$ cat config.mk
export PLATFORM = sky130hd
export DESIGN_NAME = dbsg_update
export DESIGN_NICKNAME = d
export VERILOG_FILES = /design/src/sv/dbsg_pkg.sv /design/src/sv/dbsg_update.sv
export SDC_FILE = /design/constraint.sdc
export NUM_CORES = 1
export LEC_CHECK = 0
export ABC_CLOCK_PERIOD_IN_PS = 4180
export BUFFER_PORTS_ARGS = -buffer_cell sky130_fd_sc_hd__buf_2
export CORE_ASPECT_RATIO = 0.8
export CORE_MARGIN = 1.5
export CORE_UTILIZATION = 40
export DETAILED_ROUTE_END_ITERATION = 16
export PLACE_DENSITY = 0.66
export SYNTH_ARGS = -nofsm -noshare
export SYNTH_HDL_FRONTEND = slang
export SYNTH_SLANG_ARGS = --single-unit
export TNS_END_PERCENT = 30
$ cat constraint.sdc
create_clock -name clk -period 4.18 [get_ports clk]
set_clock_uncertainty 0.05 [all_clocks]
set_input_delay 0.418 -clock clk [delete_from_list [all_inputs] [get_ports clk]]
set_output_delay 0.418 -clock clk [all_outputs]
set_load 0.005 [all_outputs]
$ cat src/sv/dbsg_pkg.sv
// Shared types, sizes and register codes for the diamond brush height grid.
package dbsg_pkg;

  localparam int MAX_ROWS   = 64;
  localparam int MAX_COLS   = 64;
  localparam int MAX_RADIUS = 50;

  localparam int DEPTH  = MAX_ROWS * MAX_COLS;
  localparam int ADDR_W = (DEPTH > 1) ? $clog2(DEPTH) : 1;

  // Signed working width for row/column arithmetic around the stamp centre.
  localparam int COORD_W = 12;

  localparam int CELL_W = 16;

  // Configuration register indexes.
  localparam logic [2:0] REG_ROWS    = 3'd0;
  localparam logic [2:0] REG_COLS    = 3'd1;
  localparam logic [2:0] REG_RADIUS  = 3'd2;
  localparam logic [2:0] REG_MAX_VAL = 3'd3;
  localparam logic [2:0] REG_MIN_VAL = 3'd4;

  localparam logic OP_STAMP = 1'b0;
  localparam logic OP_READ  = 1'b1;

  typedef logic signed [COORD_W-1:0] coord_t;
  typedef logic [ADDR_W-1:0] addr_t;

  typedef struct packed {
    logic               op;
    logic [5:0]         row;
    logic [5:0]         col;
    logic signed [15:0] strength;
  } in_t;

  typedef struct packed {
    logic signed [15:0] cell_value;
    logic               ignored;
  } out_t;

  typedef struct packed {
    logic [6:0]         rows_in_use;
    logic [6:0]         cols_in_use;
    logic [5:0]         radius;
    logic signed [15:0] max_value;
    logic signed [15:0] min_value;
  } cfg_t;

  // Memory access issued by the walker.
  typedef struct packed {
    logic               rd;
    logic               stamp;
    addr_t              addr;
    logic signed [15:0] strength;
  } acc_t;

  // Clearing-pass write.
  typedef struct packed {
    logic  en;
    addr_t addr;
  } clr_t;

  function automatic addr_t cell_addr(coord_t r, coord_t c);
    return addr_t'(int'(r) * MAX_COLS + int'(c));
  endfunction

endpackage

$ cat src/sv/dbsg_update.sv
// Read-modify-write stage: saturating add of the stamp strength, and clearing writes.
module dbsg_update import dbsg_pkg::*; (
  input  logic               clk,
  input  logic               rst_n,
  input  acc_t               acc,
  input  clr_t               clr,
  input  logic signed [15:0] max_value,
  input  logic signed [15:0] min_value,
  input  logic [CELL_W-1:0]  rdata,
  output logic               we,
  output addr_t              waddr,
  output logic [CELL_W-1:0]  wdata
);

  logic               pend_r, pend_nxt;
  addr_t              pend_addr_r;
  logic signed [15:0] pend_str_r;
  logic signed [16:0] sum;
  logic signed [15:0] clamped;

  assign pend_nxt = acc.rd && acc.stamp;

  always_ff @(posedge clk) begin
    if (!rst_n) begin
      pend_r <= 1'b0;
    end else begin
      pend_r <= pend_nxt;
    end
  end

  always_ff @(posedge clk) begin
    pend_addr_r <= acc.addr;
    pend_str_r  <= acc.strength;
  end

  // Full-width sum first, then the upper test wins over the lower one.
  always_comb begin
    sum = 17'(signed'(rdata)) + 17'(pend_str_r);
    if (sum > 17'(max_value)) begin
      clamped = max_value;
    end else if (sum < 17'(min_value)) begin
      clamped = min_value;
    end else begin
      clamped = sum[15:0];
    end
  end

  assign we    = clr.en || pend_r;
  assign waddr = clr.en ? clr.addr : pend_addr_r;
  assign wdata = clr.en ? '0 : clamped;

endmodule

# After elaboration in Yosys (flattened, before gate mapping)
# Cells that the tools add are included.
# word_totals
ff_bits	29
inputBits	93
output_inout_bits	29
# classes
n_addsub	1
magnitude_cmp	2
muxes	4
reduce_logical	2
# op_table
operator	count
$mux W16	3
$add A16 B16 Y17	1
$gt A17 B16 Y1	1
$lt A17 B16 Y1	1
$mux W12	1
$logic_and A1 B1 Y1	1
$logic_or A1 B1 Y1	1

# Logic depth before layout (Yosys ltp)
# logic_depth
depth_word	5
ltp_mapped	19
ltp_nobuf	17

# Least setup slack after synthesis
# Ideal clock, no wire load.
# synth_timing
path_kind	input to output
from	in rdata[1]
to	out wdata[14]
t_arrival_ns	3.515
t_required_ns	3.712
path_slack_ns	0.197
path_stages	15
cell_sequence	ha_1 > a211oi_2 > o21ai_1 > a31o_2 > a2111oi_0 > nor4_2 > ha_1 > and4_1 > nand2_1 > a21o_1 > a31oi_1 > o22ai_1 > buf_6 > or3_1 > a311oi_2
# synth_via
elab_chain_len	5
word_cells_on_any_way	6
classes_between	1 x add/sub; 2 x order compare; 3 x mux
# synth_lines
element	line_no	source
start: declaration	dbsg_update.sv:9	input logic [CELL_W-1:0] rdata,
$add A16 B16 Y17 *	dbsg_update.sv:38	sum = 17'(signed'(rdata)) + 17'(pend_str_r);
$lt A17 B16 Y1	dbsg_update.sv:41	end else if (sum < 17'(min_value)) begin
$mux W16	dbsg_update.sv:41	
$mux W16 *	dbsg_update.sv:39	if (sum > 17'(max_value)) begin
$mux W16 *	dbsg_update.sv:50	assign wdata = clr.en ? '0 : clamped;
end: declaration	dbsg_update.sv:12	output logic [CELL_W-1:0] wdata
# Mark *: on every way between the ends. The rest lies on a longest branch, timed or not.

# Worst setup path after layout
# layout_timing
from	reg pend_str_r[0]
to	out wdata[4]
# layout_via
elab_chain_len	5
word_cells_on_any_way	6
classes_between	1 x add/sub; 2 x order compare; 3 x mux
# layout_lines
element	line_no	source
start: declaration	dbsg_update.sv:17	logic signed [15:0] pend_str_r;
start signal: assignment	dbsg_update.sv:33	pend_str_r <= acc.strength;
$add A16 B16 Y17 *	dbsg_update.sv:38	
$lt A17 B16 Y1	dbsg_update.sv:41	
$mux W16	dbsg_update.sv:41	
$mux W16 *	dbsg_update.sv:39	
$mux W16 *	dbsg_update.sv:50	
# Marks and branches as above.

==> out/qor.json <==
{
  "clock_tree": {
    "clk_transition_reported_paths_ns": 0.07,
    "tritoncts_clock_tree": "done",
    "ctsHoldBuffers": 0,
    "cts_sinks": 29,
    "cts_made_buffers": 5,
    "ctsRootBufferMaster": "sky130_fd_sc_hd__clkbuf_8",
    "cts.htree.levels": 2,
    "cts_buffer_depth": 2
  },
  "sta": {
    "report.final.hold_viol_count": 0,
    "grt_setup_unrepaired": "yes",
    "fin_ws_ns": -0.327,
    "hold_slack_ns": 0.175,
    "timing.final.setup_violations": 16,
    "drv_slew": 0,
    "finalCriticalPeriod_ns": 4.51,
    "remaining_max_slew_budget_at_the_tightest_pin_pct": 50.9,
    "max_freq_mhz": 222,
    "timing_worst_slew_pin_value_ns": 0.736,
    "period_share_pct": 108
  },
  "logic_synthesis": {
    "synth_area_sq_um": 2830,
    "syn_area_per_cell_sq_um": 8.42,
    "synth_top_cells_by_area": "sky130_fd_sc_hd__ha_1 (22%), sky130_fd_sc_hd__dfxtp_1 (21%), sky130_fd_sc_hd__inv_1 (5.6%), sky130_fd_sc_hd__mux2i_1 (5.3%), sky130_fd_sc_hd__mux2_2 (4.8%)",
    "yosys.area.top_type_share_pct": 21.7,
    "share_of_synthesized_cell_area_in_full_adder_half_adder_and_majority_cells_pct": 22.4,
    "synthDistinctLibCells": 57,
    "synth_edf_count": 0,
    "syn_inst": 336,
    "synth.largest_area_cell": "sky130_fd_sc_hd__ha_1",
    "synth_async_sr_flop_share_pct": 0,
    "synth-seq-area-share_pct": 20.5,
    "dominant_combinational_cell_family_by_area_after_synthesis": "adder cells",
    "synthesis.nets": 479,
    "synth_top_flop_cell": "sky130_fd_sc_hd__dfxtp_1",
    "synth_simple_gate_area_share_pct": 15.3,
    "synth.yosys.warnings": 0,
    "ys_ff_latch": 29,
    "synth_compound_gate_area_share_pct": 20.6,
    "synth_xor_xnor_area_share_pct": 2.48,
    "synthMuxAreaShare_pct": 10.5
  },
  "floorplan": {
    "core_area_sq_um": 6860,
    "starting_utilization_of_the_core_area_pct": 41.3,
    "pin_count": 122,
    "design.die.area_sq_um": 7590,
    "num_rows": 27,
    "floorplan.die.width_um": 97.0,
    "die_extent_in_y_um": 78.2
  },
  "final_layout": {
    "area_taken_by_flip_flops_and_latches_sq_um": 583,
    "design.final.nets": 665,
    "fillCellCount": 587,
    "antenna-diode-count": 0,
    "layout-drive-gt1-share_pct": 49.8,
    "multi_input_comb_area_sq_um": 2280,
    "most-common-layout-cells": "sky130_fd_sc_hd__buf_2 (121), sky130_fd_sc_hd__buf_4 (59), sky130_fd_sc_hd__ha_1 (44), sky130_fd_sc_hd__inv_1 (41), sky130_fd_sc_hd__nor2_1 (29)",
    "mostFrequentLayoutCell": "sky130_fd_sc_hd__buf_2",
    "areaGrowthSynthToFinish_pct": 56.1
  },
  "placed_design": {
    "routabilityCongestion": 0.906,
    "place_worst_setup_slack_ns": -0.337,
    "place.port_buffers": 121,
    "hpwl_mm": 6.43
  },
  "power": {
    "total_leakage_power_nw": 2.28,
    "vdd_ir_drop_max_mv": 0.177,
    "power_density_nw_per_um2": 314
  },
  "worst_setup_path": {
    "cp.arrival_ns": 4.04,
    "critical_path.slowest_cell": "sky130_fd_sc_hd__a221o_2",
    "crit_required_ns": 3.71,
    "cpPeakStageDelay_ns": 0.47,
    "worstSetupStartpoint": "pend_str_r[0]",
    "path_class": "register to primary output",
    "timing.critical_path.cells": "ha_4 -> inv_2 -> fa_2 -> nor2b_2 -> o31a_1 -> buf_4 -> a2bb2oi_2 -> a21oi_2 -> xnor2_1 -> buf_4 -> ha_4 -> and4_4 -> nand2_1 -> a21oi_2 -> o21ai_1 -> a221o_2 -> buf_4 -> a211oi_1 -> buf_2",
    "critical_path_peak_fanout": 5,
    "most_used_cell_cp": "sky130_fd_sc_hd__buf_4",
    "setup.worst_path.start_class": "register",
    "worst_setup_path_end_kind": "primary output"
  },
  "routing": {
    "route.detailed.vias_per_inst": 5.15,
    "drt-wirelength-per-cell_um": 14.7,
    "detail_route.drc_violations": 0,
    "antenna_left": 0,
    "detail_route.wirelength_mm": 8.94,
    "initialDrtViolationCount": 88,
    "first_pass_iters": 5,
    "route.vias.total": 3138
  },
  "global_routing": {
    "global_route.usage.total_pct": 21.4,
    "grt_first_pass_wirelength_mm": 13.4,
    "grt_pass1_vias": 2955,
    "antenna_found_initial": 0,
    "grt_overflow_total": 0,
    "grt_start_max_net_pins": 31
  },
  "hold_path": {
    "hold_path_class": "input pin to register",
    "startpoint_of_the_lowest_slack_hold_path": "acc[17]"
  },
  "outcome": {
    "result_of_the_run": "finished, violations left",
    "violations": "negative setup slack"
  },
  "run": {
    "cap_violations": 0
  }
}
power by group:
part,total [mW],internal [mW],leakage (nW),switching (mW)
registers,0.296,0.291,0.245,0.00467
logic,0.808,0.420,1.98,0.388
clock network,0.285,0.173,0.0540,0.112
final timing paths:
path	to	slack [ns]	cells past startpoint
setup / recovery	wdata[4]	-0.33	19
hold / removal	pend_addr_r[1]	0.17	1
kinds of logic (layout without fill, tap and decap cells):
group	Yosys count	in the layout
AND/OR/NAND/NOR	87	87
adder cells (fa/ha/maj)	50	50
multiplexers	28	28
flip-flops	29	29
buffers and inverters	51	237
AO/OA/AOI/OAI	83	83
XOR/XNOR	8	8
flip-flops by register name, summed over array words and instances (netlist names):
| signal | count |
|---|---|
| pend_addr_r | 12 |
| pend_r | 1 |
| pend_str_r | 16 |
critical path: cells and delay by family, from the launching register on:
kind / cells / cell delay [ns]
buffers and inverters: 5 / 0.71
adders and majority gates: 3 / 0.76
and+or+nand+nor: 3 / 0.44
AOI/OAI and AO/OA: 7 / 1.36
xor gates and xnor gates: 1 / 0.14
DFF: 1 / 0.34
synthesized netlist by cell type, types with 2 or more instances:
cell                       count
sky130_fd_sc_hd__a211oi_1     17
sky130_fd_sc_hd__a21o_1       10
sky130_fd_sc_hd__a21oi_1      17
sky130_fd_sc_hd__a221oi_1      2
sky130_fd_sc_hd__a31oi_1       6
sky130_fd_sc_hd__and2b_1       2
sky130_fd_sc_hd__and3_1        3
sky130_fd_sc_hd__and4_1        3
sky130_fd_sc_hd__clkbuf_1      2
sky130_fd_sc_hd__clkbuf_8      2
sky130_fd_sc_hd__dfxtp_1      29
sky130_fd_sc_hd__ha_1         49
sky130_fd_sc_hd__inv_1        42
sky130_fd_sc_hd__mux2_2       12
sky130_fd_sc_hd__mux2i_1      15
sky130_fd_sc_hd__nand2_1      19
sky130_fd_sc_hd__nand3_1       6
sky130_fd_sc_hd__nand4_1       5
sky130_fd_sc_hd__nor2_1       31
sky130_fd_sc_hd__nor2b_1       4
sky130_fd_sc_hd__nor3_1        3
sky130_fd_sc_hd__nor4_1        2
sky130_fd_sc_hd__o21a_1        2
sky130_fd_sc_hd__o21ai_0       7
sky130_fd_sc_hd__o21ai_1       4
sky130_fd_sc_hd__o22ai_1       2
sky130_fd_sc_hd__o31a_1        2
sky130_fd_sc_hd__or3_1         3
sky130_fd_sc_hd__xnor2_1       6
sky130_fd_sc_hd__xor2_1        2
through the flow:
stage	setup TNS, ns	cell area [sq um]	utilization, %	instances	power (mW)
floorplan	0	2830	-	336	0.689
global placement	-2.03	3840	56.0	581	0.914
detailed placement	-3.51	3840	56.0	581	0.928
CTS	-2.97	4180	61.0	601	1.31
global route	-6.98	4420	64.4	609	1.48
finish	-4.53	4420	64.4	609	1.39
metal layers:
metal  part of all wire (%)  GRT usage, %  vias up
li1                       -             -     1585
met1                     47          27.5     1466
met2                     47          36.1       71
met3                    3.5          4.27       16
met4                    2.5          7.25        0
met5                      0             0        -
area by class of cell:
cell class | instances | area share (%)
Clock buffer | 5 | 1.56
Clock inverter | 2 | 0.793
Inverter | 42 | 3.57
Multi-Input combinational cell | 256 | 51.7
Sequential cell | 29 | 13.2
Tap cell | 87 | 2.46
Timing Repair Buffer | 188 | 26.7
timing repair:
| item | 4_1_cts | 5_1_grt |
|---|---|---|
| pin swaps | 37 | 27 |
| gates resized for setup | 27 | 31 |
| setup endpoints to repair | 16 | 16 |
| setup buffers | 12 | 7 |
| gates cloned | 1 | 2 |
No activity file was read; power rests on OpenSTA's default activity.
