**src/sv/dbsg_pkg.sv**
```systemverilog
// Shared types, sizes and register codes for the diamond brush height grid.
package dbsg_pkg;

  localparam int MAX_ROWS   = 64;
  localparam int MAX_COLS   = 64;
  localparam int MAX_RADIUS = 50;

  localparam int DEPTH  = MAX_ROWS * MAX_COLS;
  localparam int ADDR_W = (DEPTH > 1) ? $clog2(DEPTH) : 1;

  // Signed working width for row/column arithmetic around the stamp centre.
  localparam int COORD_W = 12;

  localparam int CELL_W = 16;

  // Configuration register indexes.
  localparam logic [2:0] REG_ROWS    = 3'd0;
  localparam logic [2:0] REG_COLS    = 3'd1;
  localparam logic [2:0] REG_RADIUS  = 3'd2;
  localparam logic [2:0] REG_MAX_VAL = 3'd3;
  localparam logic [2:0] REG_MIN_VAL = 3'd4;

  localparam logic OP_STAMP = 1'b0;
  localparam logic OP_READ  = 1'b1;

  typedef logic signed [COORD_W-1:0] coord_t;
  typedef logic [ADDR_W-1:0] addr_t;

  typedef struct packed {
    logic               op;
    logic [5:0]         row;
    logic [5:0]         col;
    logic signed [15:0] strength;
  } in_t;

  typedef struct packed {
    logic signed [15:0] cell_value;
    logic               ignored;
  } out_t;

  typedef struct packed {
    logic [6:0]         rows_in_use;
    logic [6:0]         cols_in_use;
    logic [5:0]         radius;
    logic signed [15:0] max_value;
    logic signed [15:0] min_value;
  } cfg_t;

  // Memory access issued by the walker.
  typedef struct packed {
    logic               rd;
    logic               stamp;
    addr_t              addr;
    logic signed [15:0] strength;
  } acc_t;

  // Clearing-pass write.
  typedef struct packed {
    logic  en;
    addr_t addr;
  } clr_t;

  function automatic addr_t cell_addr(coord_t r, coord_t c);
    return addr_t'(int'(r) * MAX_COLS + int'(c));
  endfunction

endpackage

```
**src/sv/dbsg_walk.sv**
```systemverilog
// Sequencer: clearing pass, diamond scan row by row, cell reads and result hold.
module dbsg_walk import dbsg_pkg::*; (
  input  logic              clk,
  input  logic              rst_n,
  input  cfg_t              cfg,
  input  logic              in_valid,
  output logic              in_ready,
  input  in_t               in_data,
  output logic              out_valid,
  input  logic              out_ready,
  output out_t              out_data,
  input  logic [CELL_W-1:0] rdata,
  output acc_t              acc,
  output clr_t              clr
);

  localparam logic [2:0] ST_CLEAR  = 3'd0;
  localparam logic [2:0] ST_IDLE   = 3'd1;
  localparam logic [2:0] ST_RDWAIT = 3'd2;
  localparam logic [2:0] ST_SETUP  = 3'd3;
  localparam logic [2:0] ST_WALK   = 3'd4;
  localparam logic [2:0] ST_DRAIN  = 3'd5;
  localparam logic [2:0] ST_RESULT = 3'd6;

  logic [2:0]         state_r, state_nxt;
  addr_t              clr_cnt_r, clr_cnt_nxt;
  coord_t             ctr_row_r, ctr_row_nxt;
  coord_t             ctr_col_r, ctr_col_nxt;
  coord_t             rad_r, rad_nxt;
  coord_t             nc_r, nc_nxt;
  coord_t             r_cur_r, r_cur_nxt;
  coord_t             r_end_r, r_end_nxt;
  coord_t             c_cur_r, c_cur_nxt;
  coord_t             c_hi_r, c_hi_nxt;
  logic signed [15:0] str_r, str_nxt;
  out_t               res_r, res_nxt;
  logic               out_valid_r, out_valid_nxt;
  out_t               out_data_r, out_data_nxt;

  coord_t nr, nc, rad, row_in, col_in;
  coord_t r_lo, r_hi, dr, adr, span, c_lo, c_hi;
  logic   outside;

  always_comb begin
    nr = coord_t'(cfg.rows_in_use);
    if (nr > coord_t'(MAX_ROWS)) begin
      nr = coord_t'(MAX_ROWS);
    end
    nc = coord_t'(cfg.cols_in_use);
    if (nc > coord_t'(MAX_COLS)) begin
      nc = coord_t'(MAX_COLS);
    end
    rad = coord_t'(cfg.radius);
    if (rad > coord_t'(MAX_RADIUS)) begin
      rad = coord_t'(MAX_RADIUS);
    end
    row_in  = coord_t'(in_data.row);
    col_in  = coord_t'(in_data.col);
    outside = (row_in >= nr) || (col_in >= nc);
    r_lo    = row_in - rad;
    if (r_lo < 0) begin
      r_lo = '0;
    end
    r_hi = row_in + rad;
    if (r_hi > nr - coord_t'(1)) begin
      r_hi = nr - coord_t'(1);
    end
    // Column span of the current row, clipped to the active columns.
    dr   = r_cur_r - ctr_row_r;
    adr  = (dr < 0) ? -dr : dr;
    span = rad_r - adr;
    c_lo = ctr_col_r - span;
    if (c_lo < 0) begin
      c_lo = '0;
    end
    c_hi = ctr_col_r + span;
    if (c_hi > nc_r - coord_t'(1)) begin
      c_hi = nc_r - coord_t'(1);
    end
  end

  assign in_ready  = (state_r == ST_IDLE);
  assign out_valid = out_valid_r;
  assign out_data  = out_data_r;

  always_comb begin
    state_nxt     = state_r;
    clr_cnt_nxt   = clr_cnt_r;
    ctr_row_nxt   = ctr_row_r;
    ctr_col_nxt   = ctr_col_r;
    rad_nxt       = rad_r;
    nc_nxt        = nc_r;
    r_cur_nxt     = r_cur_r;
    r_end_nxt     = r_end_r;
    c_cur_nxt     = c_cur_r;
    c_hi_nxt      = c_hi_r;
    str_nxt       = str_r;
    res_nxt       = res_r;
    out_valid_nxt = out_valid_r;
    out_data_nxt  = out_data_r;
    acc.rd        = 1'b0;
    acc.stamp     = 1'b0;
    acc.addr      = cell_addr(r_cur_r, c_cur_r);
    acc.strength  = str_r;
    clr.en        = 1'b0;
    clr.addr      = clr_cnt_r;

    if (out_valid_r && out_ready) begin
      out_valid_nxt = 1'b0;
    end

    case (state_r)
      ST_CLEAR: begin
        clr.en      = 1'b1;
        clr_cnt_nxt = clr_cnt_r + addr_t'(1);
        if (clr_cnt_r == addr_t'(DEPTH - 1)) begin
          state_nxt = ST_IDLE;
        end
      end
      ST_IDLE: begin
        if (in_valid) begin
          res_nxt.cell_value = '0;
          res_nxt.ignored    = outside;
          if (outside) begin
            state_nxt = ST_RESULT;
          end else if (in_data.op == OP_READ) begin
            acc.rd    = 1'b1;
            acc.addr  = cell_addr(row_in, col_in);
            state_nxt = ST_RDWAIT;
          end else begin
            ctr_row_nxt = row_in;
            ctr_col_nxt = col_in;
            rad_nxt     = rad;
            nc_nxt      = nc;
            r_cur_nxt   = r_lo;
            r_end_nxt   = r_hi;
            str_nxt     = in_data.strength;
            state_nxt   = ST_SETUP;
          end
        end
      end
      ST_RDWAIT: begin
        res_nxt.cell_value = signed'(rdata);
        state_nxt          = ST_RESULT;
      end
      ST_SETUP: begin
        c_cur_nxt = c_lo;
        c_hi_nxt  = c_hi;
        state_nxt = ST_WALK;
      end
      ST_WALK: begin
        acc.rd    = 1'b1;
        acc.stamp = 1'b1;
        if (c_cur_r == c_hi_r) begin
          if (r_cur_r == r_end_r) begin
            state_nxt = ST_DRAIN;
          end else begin
            r_cur_nxt = r_cur_r + coord_t'(1);
            state_nxt = ST_SETUP;
          end
        end else begin
          c_cur_nxt = c_cur_r + coord_t'(1);
        end
      end
      ST_DRAIN: begin
        // last cell is written back this cycle
        state_nxt = ST_RESULT;
      end
      ST_RESULT: begin
        if (!out_valid_r || out_ready) begin
          out_valid_nxt = 1'b1;
          out_data_nxt  = res_r;
          state_nxt     = ST_IDLE;
        end
      end
      default: begin
        state_nxt = ST_IDLE;
      end
    endcase
  end

  always_ff @(posedge clk) begin
    if (!rst_n) begin
      state_r     <= ST_CLEAR;
      clr_cnt_r   <= '0;
      out_valid_r <= 1'b0;
    end else begin
      state_r     <= state_nxt;
      clr_cnt_r   <= clr_cnt_nxt;
      out_valid_r <= out_valid_nxt;
    end
  end

  always_ff @(posedge clk) begin
    ctr_row_r  <= ctr_row_nxt;
    ctr_col_r  <= ctr_col_nxt;
    rad_r      <= rad_nxt;
    nc_r       <= nc_nxt;
    r_cur_r    <= r_cur_nxt;
    r_end_r    <= r_end_nxt;
    c_cur_r    <= c_cur_nxt;
    c_hi_r     <= c_hi_nxt;
    str_r      <= str_nxt;
    res_r      <= res_nxt;
    out_data_r <= out_data_nxt;
  end

endmodule

```
**config.mk**
```make
export PLATFORM = sky130hd
export DESIGN_NAME = dbsg_walk
export DESIGN_NICKNAME = d
export VERILOG_FILES = /design/src/sv/dbsg_pkg.sv /design/src/sv/dbsg_walk.sv
export SDC_FILE = /design/constraint.sdc
export NUM_CORES = 1
export LEC_CHECK = 0
export BUFFER_PORTS_ARGS = -buffer_cell sky130_fd_sc_hd__buf_2
export CAP_MARGIN = 20
export CORE_MARGIN = 2
export CORE_UTILIZATION = 55
export CTS_CLUSTER_SIZE = 25
export DETAILED_ROUTE_END_ITERATION = 12
export GPL_TIMING_DRIVEN = 0
export PLACE_DENSITY = 0.79
export SLEW_MARGIN = 20
export SYNTH_ARGS = -nofsm -noshare
export SYNTH_HDL_FRONTEND = slang
export SYNTH_SLANG_ARGS = --single-unit
```
**constraint.sdc**
```tcl
create_clock -name clk -period 8.8 [get_ports clk]
set_clock_uncertainty 0.1 [all_clocks]
set_input_delay 1.76 -clock clk [delete_from_list [all_inputs] [get_ports clk]]
set_output_delay 1.76 -clock clk [all_outputs]
set_load 0.01 [all_outputs]
```
Word-level counts from Yosys, hierarchy flattened
Cells that the tools add are included.
- add/subtract/negate cells: 14
- magnitude comparators: 10
- eq/ne operators: 17
- multiplexer cells: 39
- bitwise gates (word level): 2
- reduce and logical (&&, ||, !) cells: 16
- operators with widths (cell ; number):
    2-to-1 mux 12 bit ; 15
    case mux 12 bit (2 select lines) ; 2
    case mux 16 bit (2 select lines) ; 1
    adder 12 x 2 -> 12 bit (second input constant) ; 2
    adder 7 x 12 -> 12 bit ; 2
    == test 12 bit ; 2
    >= comparator 7 x 12 -> 1 bit ; 2
    greater-than comparator 12 bit ; 2
    less-than comparator 12 x 1 -> 1 bit (second input constant) ; 2
    subtractor 12 x 2 -> 12 bit (second input constant) ; 2
    2-to-1 mux 3 bit ; 6
    case mux 3 bit (6 select lines) ; 1
    2-to-1 mux 17 bit ; 1
    != test 2 bit (second input constant) ; 8
    greater-than comparator 7 bit (second input constant) ; 2
    2-to-1 mux 7 bit ; 2
    adder 12 x 1 -> 12 bit (second input constant) ; 1
    adder 12 bit ; 1
    adder 12 x 6 -> 12 bit ; 1
    == test 12 bit (second input constant) ; 1
    negator 12 bit ; 1
    subtractor 12 bit ; 1
    subtractor 12 x 7 -> 12 bit ; 1
    subtractor 7 x 12 -> 12 bit ; 1
    other kinds (19) ; 38
- flip-flop bits (word level): 150
- bits of input ports: 101
- output and inout bits: 62
- logic and storage cells: 114

Logic depth before layout (Yosys ltp)
- word-level depth: 9
- mapped depth: 34
- depth with buffers taken out: 32

Worst setup path after synthesis
OpenSTA, ideal clock, no wires.
- path kind: input port to flip-flop
- start: input cfg[51] (netlist bit)
- end: register ctr_col_r[0] (enable)
- library setup time: 0.526 ns
- arrival: 7.039 ns
- data required time: 8.174 ns
- setup slack: 1.134 ns
- cell stages on the path: 13
- path buffers: 1
- cell sequence: clkbuf_1 -> nand2b_1 -> inv_1 -> ha_1 -> nand2b_1 -> a21o_1 -> a21oi_1 -> nor2b_1 -> o21ai_0 -> nand2b_1 -> a21oi_1 -> o22ai_1 -> nor3_1
- word-level cells in the longest chain between the ends: 6
- ends and longest elaborated chain (what ; RTL line ; RTL):
    from (decl) ; dbsg_walk.sv:5 ; input cfg_t cfg,
    greater-than comparator 7 bit ; dbsg_walk.sv:46 ; if (nr > coord_t'(MAX_ROWS)) begin
    2-to-1 mux 7 bit * ; dbsg_walk.sv:46 ;
    >= comparator 7 x 12 -> 1 bit * ; dbsg_walk.sv:59 ; outside = (row_in >= nr) || (col_in >= nc);
    logical OR 1 bit * ; dbsg_walk.sv:59 ;
    named net outside ; dbsg_walk.sv:42 ; logic outside;
    NOT 1 bit (no line) * ; - ;
    AND reduction 4 bit (no line) * ; - ;
    to (signal assigned) ; dbsg_walk.sv:196 ; ctr_col_r <= ctr_col_nxt;
    to (decl) ; dbsg_walk.sv:28 ; coord_t ctr_col_r, ctr_col_nxt;
Mark *: on every way through the listed nets, which the timed path passes. The rest lies on a longest branch.
A chain may end at the register's enable or synchronous reset.

Final worst setup path
- start: register r_cur_r[5]
- end: register c_hi_r[10] (data pin)
- word-level cells in the longest chain between the ends: 7
- elaborated cells on any way between the ends: 8
- those cells by class: 4 x add/sub; 2 x order compare; 2 x mux
- ends and longest elaborated chain (what ; RTL line ; RTL):
    from (decl) ; dbsg_walk.sv:31 ; coord_t r_cur_r, r_cur_nxt;
    from (signal assigned) ; dbsg_walk.sv:199 ; r_cur_r <= r_cur_nxt;
    subtractor 12 x 7 -> 12 bit * ; dbsg_walk.sv:69 ; dr = r_cur_r - ctr_row_r;
    negator 12 bit / less-than comparator 12 x 1 -> 1 bit (equally long branches) ; dbsg_walk.sv:70 ; adr = (dr < 0) ? -dr : dr;
    2-to-1 mux 12 bit * ; dbsg_walk.sv:70 ;
    subtractor 12 bit * ; dbsg_walk.sv:71 ; span = rad_r - adr;
    adder 7 x 12 -> 12 bit * ; dbsg_walk.sv:76 ; c_hi = ctr_col_r + span;
    greater-than comparator 12 bit ; dbsg_walk.sv:77 ; if (c_hi > nc_r - coord_t'(1)) begin
    2-to-1 mux 12 bit * ; dbsg_walk.sv:77 ;
    named net c_hi[10] ; dbsg_walk.sv:41 ; coord_t r_lo, r_hi, dr, adr, span, c_lo, c_hi;
    to (signal assigned) ; dbsg_walk.sv:202 ; c_hi_r <= c_hi_nxt;
    to (decl) ; dbsg_walk.sv:34 ; coord_t c_hi_r, c_hi_nxt;
Marked as above.

==> results.toml <==
[global_routing]
grt_pass1_vias = 7036
grt_max_degree = 18
antenna_found_initial = 0
gr-usage-all-layers_pct = 24.32
grt_pass1_wl_mm = 34.43
grt-ovfl-total = 0

[finish]
final_common_cell = "buf_2"
n_antenna_cell = 0
mostFrequentLayoutCells = "buf_2, edfxtp_1, ha_1"
postLayoutCoreUtil_pct = 65.66
instances_no_fill = 1288
drive_gt1_share_pct = 20.04
fin_area_um2 = 10930
fin_nets = 1243
syn_to_final_growth_pct = 16.67

[worst_setup_path]
critPathMaxFanout = 10
cp_top_family = "simple AND/OR/NAND/NOR gates"
reg2reg_depth = 25
critPathMaxStageDelay_ns = 0.66
worstSetupEndpointType = "flop"
worstSetupPathType = "flop to flop"
required_ns = 8.89
critPathMostFrequentCell = "ha_1"
reg2reg_to = "c_hi_r[10]"
r2r_slack_ns = 0.96
path_buf_inv = 3
arrival_ns = 7.92
slowest_stage = "or4b_2"
start_kind = "flop"
r2r_start = "r_cur_r[5]"

[clock_network]
cts.path.max_buffers = 2
cts_tree = "done"
htree_levels = 4
clock_latency_ns = 0.43
cts_root_buffer = "clkbuf_16"
cts_resized = 0
postCtsSetupBuffers = 0
cts.reportedPaths.clkPinSlew_ns = 0.07
cts_buffers = 17
cts_sinks = 138
cts_hold_buf = 0

[yosys]
synth_seq_area_share_pct = 42.54
synth_flop_cell = "edfxtp_1"
yosys_warnings = 0
synth-seq-cells = 138
async_reset_ff_share_pct = 0
synth_cell_types = 71
synth_edf_count = 122
netlist_area_um2 = 9365
syn_avg_cell_area_um2 = 10.39
syn-num-nets = 1089
syn_inst = 901

[power]
p_switching_uw = 384.6
seq_power_share_pct = 46.6
intPower_mw = 1.145
swShare_pct = 25.14
combPwrFrac_pct = 8.2
power_density_nw_per_um2 = 140.0
p_clk_share_pct = 45.2
total_power_mw = 1.530
leakage_nw = 4.562
ir_worst_vdd_mv = 0.1691

[die]
start_util_pct = 56.27
die_x_um = 134.5
fp.coreArea_um2 = 16640
die_h_um = 134.5
io_pins = 163
dieArea_um2 = 18090
num_rows = 47

[sta]
rsz0062_at_grt = "no"
finalHoldViolCount = 0
worst_pin_slew_ns = 0.8100
setup_ws_ns = 0.9630
hold_slack_ns = 0.3190
period_minus_slack_ns = 7.837
maxSlewViolCount = 0
fmax_mhz = 127.6
max_slew_margin_pct = 45.58
finalSetupViolCount = 0
tns_ns = 0
post-route-period-util_pct = 89.06

[route]
drc = 0
antenna_left = 0
wl_per_cell_um = 16.58
vias = 7164
dr.pass1.iters = 5
vias_per_cell = 5.562
drt_iter0_drc = 468
wl_mm = 21.36

[worst_hold_path]
min_from = "res_r[1]"
hold_end = "out_data[1]"
hold_path.class = "flop to flop"
worstHoldPathCells = 0

[run_status]
outcome = "complete, no violations"

[placed_design]
placed_cell_area_um2 = 10350
pre_cts_slack_ns = 1.046
place_hpwl_mm = 16.36
dp.cells = 1256
gp_congestion = 0.8813
io_buffers = 130

[run]
maxCapViolCount = 0
-- how the worst max path moves through the flow --
stage	cells after the start	to	start	slack [ns]
6_report	25	c_hi_r[10]	r_cur_r[5]	0.96
4_1_cts	25	c_hi_r[10]	r_cur_r[5]	0.99
3_3_place_gp	14	str_r[10]	cfg[51]	-1.28
2_1_floorplan	13	ctr_col_r[0]	cfg[51]	1.13
5_1_grt	25	c_hi_r[8]	r_cur_r[5]	0.60
3_5_place_dp	25	c_hi_r[8]	r_cur_r[5]	1.05
-- flip-flops by register name, indices dropped and copies added, names as in the netlist --
register	flops
r_end_r	11
out_valid	1
ctr_col_r	6
clr_cnt_r	12
res_r	17
out_data	17
c_cur_r	12
c_hi_r	12
rad_r	6
state_r	3
str_r	16
nc_r	7
ctr_row_r	6
r_cur_r	12
-- routing by layer --
layer  vias up  track usage, %  share of wire (%)
met5         -               0                  0
met4         0           7.719                1.8
met3        26           5.968                6.5
met2       232           41.67                 49
met1      3386           30.44                 43
li1       3520               -                  -
-- cells by family after synthesis --
family / count (synthesis) / synth area share [%]
AND/OR/NAND/NOR: 278 / 15.50
AO/OA/AOI/OAI: 170 / 12.14
flip-flops: 138 / 42.54
XOR/XNOR: 109 / 10.84
buffers and inverters: 95 / 3.955
adder cells (fa/ha/maj): 87 / 12.18
multiplexers: 24 / 2.846
-- final cells by class --
type / count / area [um^2]
buffer: 26 / 111.4
clock buffer: 17 / 425.4
clock inverter: 15 / 152.6
fill: 1253 / 5715
inverter: 69 / 259.0
multi-input combinational: 668 / 5027
sequential: 138 / 3984
tap: 220 / 275.3
timing repair buffer: 135 / 691.9
-- synth_stat cells, drive strengths merged (5+ instances only) --
| cell type | instances | area share [%] |
|---|---|---|
| nor2b | 15 | 1.0 |
| edfxtp | 122 | 39 |
| ha | 80 | 11 |
| a21boi | 7 | 0.56 |
| nor3 | 10 | 0.53 |
| mux2 | 11 | 1.3 |
| o21ai | 41 | 2.2 |
| fa | 7 | 1.5 |
| a21o | 20 | 1.6 |
| nand2 | 63 | 2.6 |
| nor4 | 10 | 0.80 |
| a21oi | 33 | 2.0 |
| nand2b | 26 | 1.7 |
| nand4 | 15 | 1.0 |
| o31ai | 5 | 0.51 |
| xnor2 | 54 | 5.4 |
| buf | 5 | 0.31 |
| and2 | 27 | 1.8 |
| o211ai | 5 | 0.40 |
| nor2 | 57 | 2.3 |
| o21bai | 7 | 0.56 |
| or3 | 9 | 0.63 |
| xor2 | 55 | 5.4 |
| dfxtp | 16 | 3.4 |
| and3 | 11 | 0.75 |
| mux2i | 13 | 1.5 |
| o22ai | 13 | 0.87 |
| inv | 69 | 2.8 |
| clkbuf | 21 | 0.88 |
| nand3 | 20 | 1.1 |
| o21a | 14 | 1.1 |
-- power by group through the flow --
stage / combinational [mW] / clock (mW) / sequential (mW)
detailed placement: 0.123 / 0 / 0.727
global route: 0.142 / 0.722 / 0.712
finish: 0.126 / 0.691 / 0.713
CTS: 0.126 / 0.695 / 0.712
global placement: 0.119 / 0 / 0.727
floorplan: 0.0803 / 0 / 0.727
Power figures use the tool's default switching activity.
